File: config.mk
export PLATFORM = sky130hd
export DESIGN_NAME = pft_cell
export DESIGN_NICKNAME = d
export VERILOG_FILES = /design/src/rtl/core/pft_pkg.sv /design/src/rtl/core/pft_cell.sv
export SDC_FILE = /design/constraint.sdc
export NUM_CORES = 1
export LEC_CHECK = 0
export BUFFER_PORTS_ARGS = -buffer_cell sky130_fd_sc_hd__buf_2
export CAP_MARGIN = 20
export CORE_MARGIN = 2
export CORE_UTILIZATION = 46
export DETAILED_ROUTE_END_ITERATION = 8
export PLACE_DENSITY = 0.91
export SYNTH_ARGS = -nofsm -noshare
export SYNTH_HDL_FRONTEND = slang
export SYNTH_SLANG_ARGS = --single-unit
File: constraint.sdc
create_clock -name clk_i -period 4.47 [get_ports clk_i]
set_clock_uncertainty 0.2 [all_clocks]
set_input_delay 0.2235 -clock clk_i [delete_from_list [all_inputs] [get_ports clk_i]]
set_output_delay 0.2235 -clock clk_i [all_outputs]
set_load 0.02 [all_outputs]
File: src/rtl/core/pft_pkg.sv
// ----------------------------------------------------------------------------
// Pair frequency table package
// Shared constants, state codes and the control bundle that the table
// core broadcasts to its row of entry cells.
// ----------------------------------------------------------------------------
`default_nettype none

package pft_pkg;

  localparam int TABLE_DEPTH_DEF = 32;
  localparam int COUNT_BITS_DEF  = 16;
  localparam int FIELD_W         = 32;
  localparam int ENTRY_COUNT_W   = 16;

  typedef enum logic [1:0] {
    ST_COLLECT = 2'b01,
    ST_DRAIN   = 2'b10
  } state_e;

  typedef struct packed {
    logic take;
    logic any_hit;
    logic shift;
  } cell_ctrl_t;

endpackage

`default_nettype wire

File: src/rtl/core/pft_cell.sv
// ----------------------------------------------------------------------------
// Pair frequency table entry cell
// Holds one distinct pair and its saturating count. It compares the
// incoming pair, claims a new pair when it is the first free cell, and
// takes its neighbor's entry when the table shifts out during readout.
// ----------------------------------------------------------------------------
`default_nettype none

module pft_cell #(
  parameter int CountBits = pft_pkg::COUNT_BITS_DEF
) (
  input  wire logic                               clk_i,
  input  wire logic                               rst_ni,
  input  wire pft_pkg::cell_ctrl_t                ctrl_i,
  input  wire logic signed [pft_pkg::FIELD_W-1:0] pair_first_i,
  input  wire logic signed [pft_pkg::FIELD_W-1:0] pair_second_i,
  input  wire logic                               prev_valid_i,
  input  wire logic                               next_valid_i,
  input  wire logic signed [pft_pkg::FIELD_W-1:0] next_first_i,
  input  wire logic signed [pft_pkg::FIELD_W-1:0] next_second_i,
  input  wire logic [CountBits-1:0]               next_count_i,
  output logic                                    hit_o,
  output logic                                    valid_o,
  output logic signed [pft_pkg::FIELD_W-1:0]      first_o,
  output logic signed [pft_pkg::FIELD_W-1:0]      second_o,
  output logic [CountBits-1:0]                    count_o
);

  logic                               valid_q, valid_d;
  logic signed [pft_pkg::FIELD_W-1:0] first_q, first_d;
  logic signed [pft_pkg::FIELD_W-1:0] second_q, second_d;
  logic [CountBits-1:0]               count_q, count_d;
  logic                               claim;

  assign hit_o = valid_q && (first_q == pair_first_i) && (second_q == pair_second_i);
  assign claim = ctrl_i.take && !ctrl_i.any_hit && !valid_q && prev_valid_i;

  always_comb begin
    valid_d  = valid_q;
    first_d  = first_q;
    second_d = second_q;
    count_d  = count_q;
    if (ctrl_i.shift) begin
      valid_d  = next_valid_i;
      first_d  = next_first_i;
      second_d = next_second_i;
      count_d  = next_count_i;
    end else if (claim) begin
      valid_d  = 1'b1;
      first_d  = pair_first_i;
      second_d = pair_second_i;
      count_d  = {{(CountBits-1){1'b0}}, 1'b1};
    end else if (ctrl_i.take && hit_o && !(&count_q)) begin
      count_d = count_q + {{(CountBits-1){1'b0}}, 1'b1};
    end
  end

  always_ff @(posedge clk_i or negedge rst_ni) begin
    if (!rst_ni) begin
      valid_q <= 1'b0;
    end else begin
      valid_q <= valid_d;
    end
  end

  always_ff @(posedge clk_i) begin
    first_q  <= first_d;
    second_q <= second_d;
    count_q  <= count_d;
  end

  assign valid_o  = valid_q;
  assign first_o  = first_q;
  assign second_o = second_q;
  assign count_o  = count_q;

endmodule

`default_nettype wire

==> results of run 1 <==
state kept, by name, indices dropped and copies added, names as in the netlist:
register and flops:
count_o 16, valid_o 1, first_o 32, second_o 32
report_power, final:
| part | leakage, nW | internal [mW] | switching [mW] |
|---|---|---|---|
| logic | 1.97 | 0.236 | 0.243 |
| registers | 0.800 | 0.911 | 0.0517 |
| clock network | 0.118 | 0.372 | 0.268 |
| total | 2.89 | 1.52 | 0.563 |
path summary, 6_finish.rpt:
| check | start | endpoint | cells after the start |
|---|---|---|---|
| max in group asynchronous | rst_ni | valid_o$_DFFE_PN0P_ | 3 |
| hold / removal | pair_second_i[31] | second_o[31]$_DFFE_PP_ | 2 |
| setup reg to reg | second_o[1]$_DFFE_PP_ | count_o[15]$_DFFE_PP_ | 6 |
| min in group asynchronous | rst_ni | valid_o$_DFFE_PN0P_ | 3 |
| hold reg to reg | valid_o$_DFFE_PN0P_ | valid_o$_DFFE_PN0P_ | 2 |
| setup / recovery | second_o[1]$_DFFE_PP_ | hit_o | 6 |
area by class of cell:
cell class	count	area [µm²]	area share, %
Clock buffer	11	131	1.91
Multi-Input combinational cell	238	1910	27.8
Inverter	13	48.8	0.710
Tap cell	129	161	2.35
Clock inverter	5	104	1.51
Timing Repair Buffer	325	2090	30.4
Sequential cell	81	2430	35.3
layout by cell type, fill, tap and decap left out, types with 2 or more instances in the layout:
| cell type | Yosys | routed |
|---|---|---|
| buf_2 | 0 | 231 |
| dlygate4sd3_1 | 0 | 90 |
| edfxtp_1 | 80 | 80 |
| mux2_2 | 61 | 61 |
| xnor2_1 | 37 | 37 |
| xor2_1 | 27 | 27 |
| nand2_1 | 22 | 22 |
| o21ai_0 | 18 | 17 |
| nand4_1 | 12 | 12 |
| inv_1 | 13 | 12 |
| nor2b_1 | 10 | 10 |
| clkbuf_8 | 0 | 9 |
| nor2_1 | 7 | 7 |
| nand3_1 | 7 | 7 |
| nor4_1 | 7 | 7 |
| nor3_1 | 4 | 4 |
| buf_4 | 0 | 4 |
| and4_1 | 3 | 3 |
| o221ai_1 | 3 | 3 |
| a2111o_1 | 3 | 3 |
| bufinv_16 | 0 | 3 |
| and3_1 | 2 | 2 |
| a21oi_1 | 2 | 2 |
| nand2b_1 | 2 | 2 |
| clkbuf_1 | 8 | 2 |
timing repair:
item | CTS | global route
hold buffers | 90 | 0
endpoints found under the hold margin | 77 | 0
resized for setup | 0 | 0
logic make-up (layout without fill, tap and decap cells):
group | after synthesis | in the layout | share of synthesized area [%]
AOI/OAI and AO/OA | 33 | 33 | 5.06
xor gates and xnor gates | 64 | 64 | 12.7
adders and majority gates | 1 | 1 | 0.283
buffers and inverters | 23 | 354 | 1.95
DFF | 81 | 81 | 54.9
muxes | 61 | 61 | 15.5
and+or+nand+nor | 79 | 79 | 9.62
metal layers:
layer	vias up	wire length, µm	global-route usage [%]
li1	1928	-	-
met1	1993	5200	28.5
met2	279	8170	54.9
met3	65	1260	7.73
met4	0	700	15.2
met5	-	0	0
worst max-delay path, delay by kind of cell (launching register included):
kind                      cells  cell delay, ns
AOI/OAI and AO/OA             1            0.83
and+or+nand+nor               3            0.62
DFF                           1            0.41
buffers and inverters         1            0.21
xor gates and xnor gates      1            0.17
metrics by stage:
step | power, mW | hold slack (ns) | std cells
CTS | 2.07 | 0.000531 | 802
detailed placement | 1.37 | -0.196 | 696
global route | 2.16 | 0.00325 | 802
floorplan | 1.20 | -0.272 | 342
global placement | 1.36 | -0.197 | 696
finish | 2.08 | 0.0179 | 802
==> results.toml, run 1 <==
[route]
ant_nets = 0
wl_um = 15300
first_pass_iters = 4
vias = 4265
drc = 0
wl_per_cell_um = 19.1
drt-vias-per-instance = 5.32
drtIter0Drc = 132

[floorplanning]
start_util_pct = 47.6
chipWidth_um = 102
row_count = 35
die_h_um = 102
core_um2 = 9280
die_area_um2 = 10400
io_pins = 233

[run]
maxCapViolCount = 0

[power_and_ir_drop]
cellPowerDensity_nw_per_um2 = 303
total_leakage_power_nw = 2.89
vdd_ir_drop_max_uv = 184

[cells_and_area]
fin_area_um2 = 6870
diodes = 0
fin_nets = 820
final_util_pct = 74.0
area_growth_pct = 55.3
drive_gt1_share_pct = 46.7
fillers = 594

[sta]
final-setup-viol-count = 0
fin_setup_tns_ns = 0
fmax_mhz = 331
fin_crit_ns = 3.02
slew_violations = 0
hold_viol = 0
max-slew-margin-rel_pct = 33.1
post-route-period-util_pct = 67.6
rsz0062_at_grt = "no"
worstMarginPinSlew_ns = 1.00
setup_ws_ns = 1.45

[cts]
worstSkewPairLatency_ns = 0.34
numCtsBuffers = 9
cts.sinks = 81
cts.path.max_buffers = 2
cts_setup_buffers = 0
clockRootBuffer = "clkbuf_8"
cts_tree = "done"
h-tree-depth = 3
cts.clk_slew.worst_paths_ns = 0.09

[synthesis]
synth_edf_count = 80
synthFlopType = "edfxtp_1"
synthDominantCellAreaShare_pct = 54.3
netlist_area_um2 = 4420
synthTopCellsByArea = "edfxtp_1, mux2_2, xnor2_1, xor2_1, o21ai_0"
yosys.area.top_type = "edfxtp_1"
synth_common_cells = "edfxtp_1, mux2_2, xnor2_1"
yosysMostFrequentCell = "edfxtp_1"
seq_area_frac_synth_pct = 54.9
syn_nets = 494
synth_cell_types = 33
synth.avg_cell_area_um2 = 12.9
synth_cells = 342
async_reset_ff_share_pct = 1.23
yosysWarnings = 0
ys_ff_latch = 81

[setup_path]
worst_ep_arrival_time_ns = 2.60
cp-start-kind = "flop"
worst_path_largest_cell_delay_ns = 0.83
cp-end-kind = "primary output"
criticalPathCategory = "flop to primary output"
path_cells = "xnor2_1, nand4_1, a2111oi_0, nand2_1, nor4_2, buf_2"
cpMaxStageDelayCell = "a2111oi_0"
r2r_setup_slack_ns = 1.71
cp_max_fo = 2
cp.required_ns = 4.05

[placement]
placed_area_um2 = 5730
hpwl_um = 9520
gp_congestion = 0.855
portBuffers = 232
pre_cts_slack_ns = 1.69

[status]
outcome = "completed"

[global_routing]
grt_pass1_wl_um = 22800
antenna_found_initial = 0
gr-usage-all-layers_pct = 28.9
grt-ovfl-total = 0
grt_max_degree = 85
first_global_vias = 4664

[worst_hold_path]
min_path_type = "primary input to flop"
No activity file was read; power rests on OpenSTA's default activity.
==> run 2: changes to the inputs <==
Settings changed: CORE_UTILIZATION 46 to 41, PLACE_DENSITY 0.91 to 0.87.
Clock period 4.47 ns to 2.58 ns, I/O delays scaled along.
==> results.toml, run 2 <==
[synthesis]
synth_common_cells = "edfxtp_1, mux2_2, xnor2_1"
synth.avg_cell_area_um2 = 12.9
ys_ff_latch = 81
seq_area_frac_synth_pct = 54.9
syn_nets = 494
synthFlopType = "edfxtp_1"
async_reset_ff_share_pct = 1.23
synth_cell_types = 33
yosys.area.top_type = "edfxtp_1"
synth_edf_count = 80
netlist_area_um2 = 4420
yosysWarnings = 0
synthDominantCellAreaShare_pct = 54.3
yosysMostFrequentCell = "edfxtp_1"
synth_cells = 342
synthTopCellsByArea = "edfxtp_1, mux2_2, xnor2_1, xor2_1, o21ai_0"

[cts]
numCtsBuffers = 9
ctsResizeCount = 7
h-tree-depth = 3
hold_buffers = 146
cts.path.max_buffers = 2
clockRootBuffer = "clkbuf_8"
cts_setup_buffers = 2
cts.sinks = 81

[status]
stop_error = "[ERROR RSZ-0060] Max buffer count reached."
lastStage = "clock tree synthesis"
outcome = "did not finish"

[floorplanning]
die_h_um = 108
chipWidth_um = 108
row_count = 37
start_util_pct = 42.5
io_pins = 233

[placement]
hpwl_um = 9470
gp_congestion = 0.810
portBuffers = 232
run 2: cell counts after synthesis:
Identical to the previous run, type by type.
run 2: per-stage QoR:
step	util [%]	hold slack, ns	cell area [µm²]	instances	worst slack [ns]
after detailed placement	55.9	-0.294	5820	707	0.0479
after global placement	55.9	-0.296	5820	707	0.0987
after floorplan	-	-0.367	4440	342	0.0325
run 2: logic make-up after synthesis:
logic type | after synthesis | share of synthesized area, %
mux | 61 | 15.5
flops | 81 | 54.9
buf+inv | 23 | 1.95
compound gates | 33 | 5.06
simple gates | 79 | 9.62
fa+ha+maj | 1 | 0.283
xor+xnor | 64 | 12.7
==> run 3: changes to the inputs <==
Settings changed: CORE_UTILIZATION 41 to 40, PLACE_DENSITY 0.87 to unset, PLACE_DENSITY_LB_ADDON set to 0.15.
Clock period 2.58 ns to 3.35 ns, I/O delays scaled along.
==> results.toml, run 3 <==
[status]
outcome = "did not finish"
lastStage = "clock tree synthesis"
stop_error = "[ERROR RSZ-0060] Max buffer count reached."

[cts]
cts.path.max_buffers = 2
hold_buffers = 146
numCtsBuffers = 9
cts.sinks = 81
cts_setup_buffers = 0
clockRootBuffer = "clkbuf_8"
h-tree-depth = 3
ctsResizeCount = 0

[synthesis]
synthDominantCellAreaShare_pct = 54.3
yosysMostFrequentCell = "edfxtp_1"
async_reset_ff_share_pct = 1.23
yosys.area.top_type = "edfxtp_1"
ys_ff_latch = 81
synth_cell_types = 33
synthFlopType = "edfxtp_1"
seq_area_frac_synth_pct = 54.9
syn_nets = 494
synth_cells = 342
synth.avg_cell_area_um2 = 12.9
netlist_area_um2 = 4420
synthTopCellsByArea = "edfxtp_1, mux2_2, xnor2_1, xor2_1, o21ai_0"
yosysWarnings = 0
synth_common_cells = "edfxtp_1, mux2_2, xnor2_1"
synth_edf_count = 80

[placement]
portBuffers = 232
hpwl_um = 9420
gp_congestion = 0.821

[floorplanning]
die_h_um = 109
row_count = 38
start_util_pct = 41.0
io_pins = 233
chipWidth_um = 109
-- run 3: cell counts after synthesis --
Identical to the previous run, type by type.
-- run 3: logic make-up after synthesis --
| family | count (synthesis) | share of synthesized area, % |
|---|---|---|
| buffers and inverters | 23 | 1.95 |
| AO/OA/AOI/OAI | 33 | 5.06 |
| adder cells (fa/ha/maj) | 1 | 0.283 |
| XOR/XNOR | 64 | 12.7 |
| multiplexers | 61 | 15.5 |
| flip-flops | 81 | 54.9 |
| AND/OR/NAND/NOR | 79 | 9.62 |
-- run 3: metrics by stage --
stage          util [%]  std cells  worst slack [ns]  instance area, µm²
2_1_floorplan         -        342           0.00861                4420
3_3_place_gp       53.3        708             0.894                5750
3_5_place_dp       53.3        708             0.811                5750
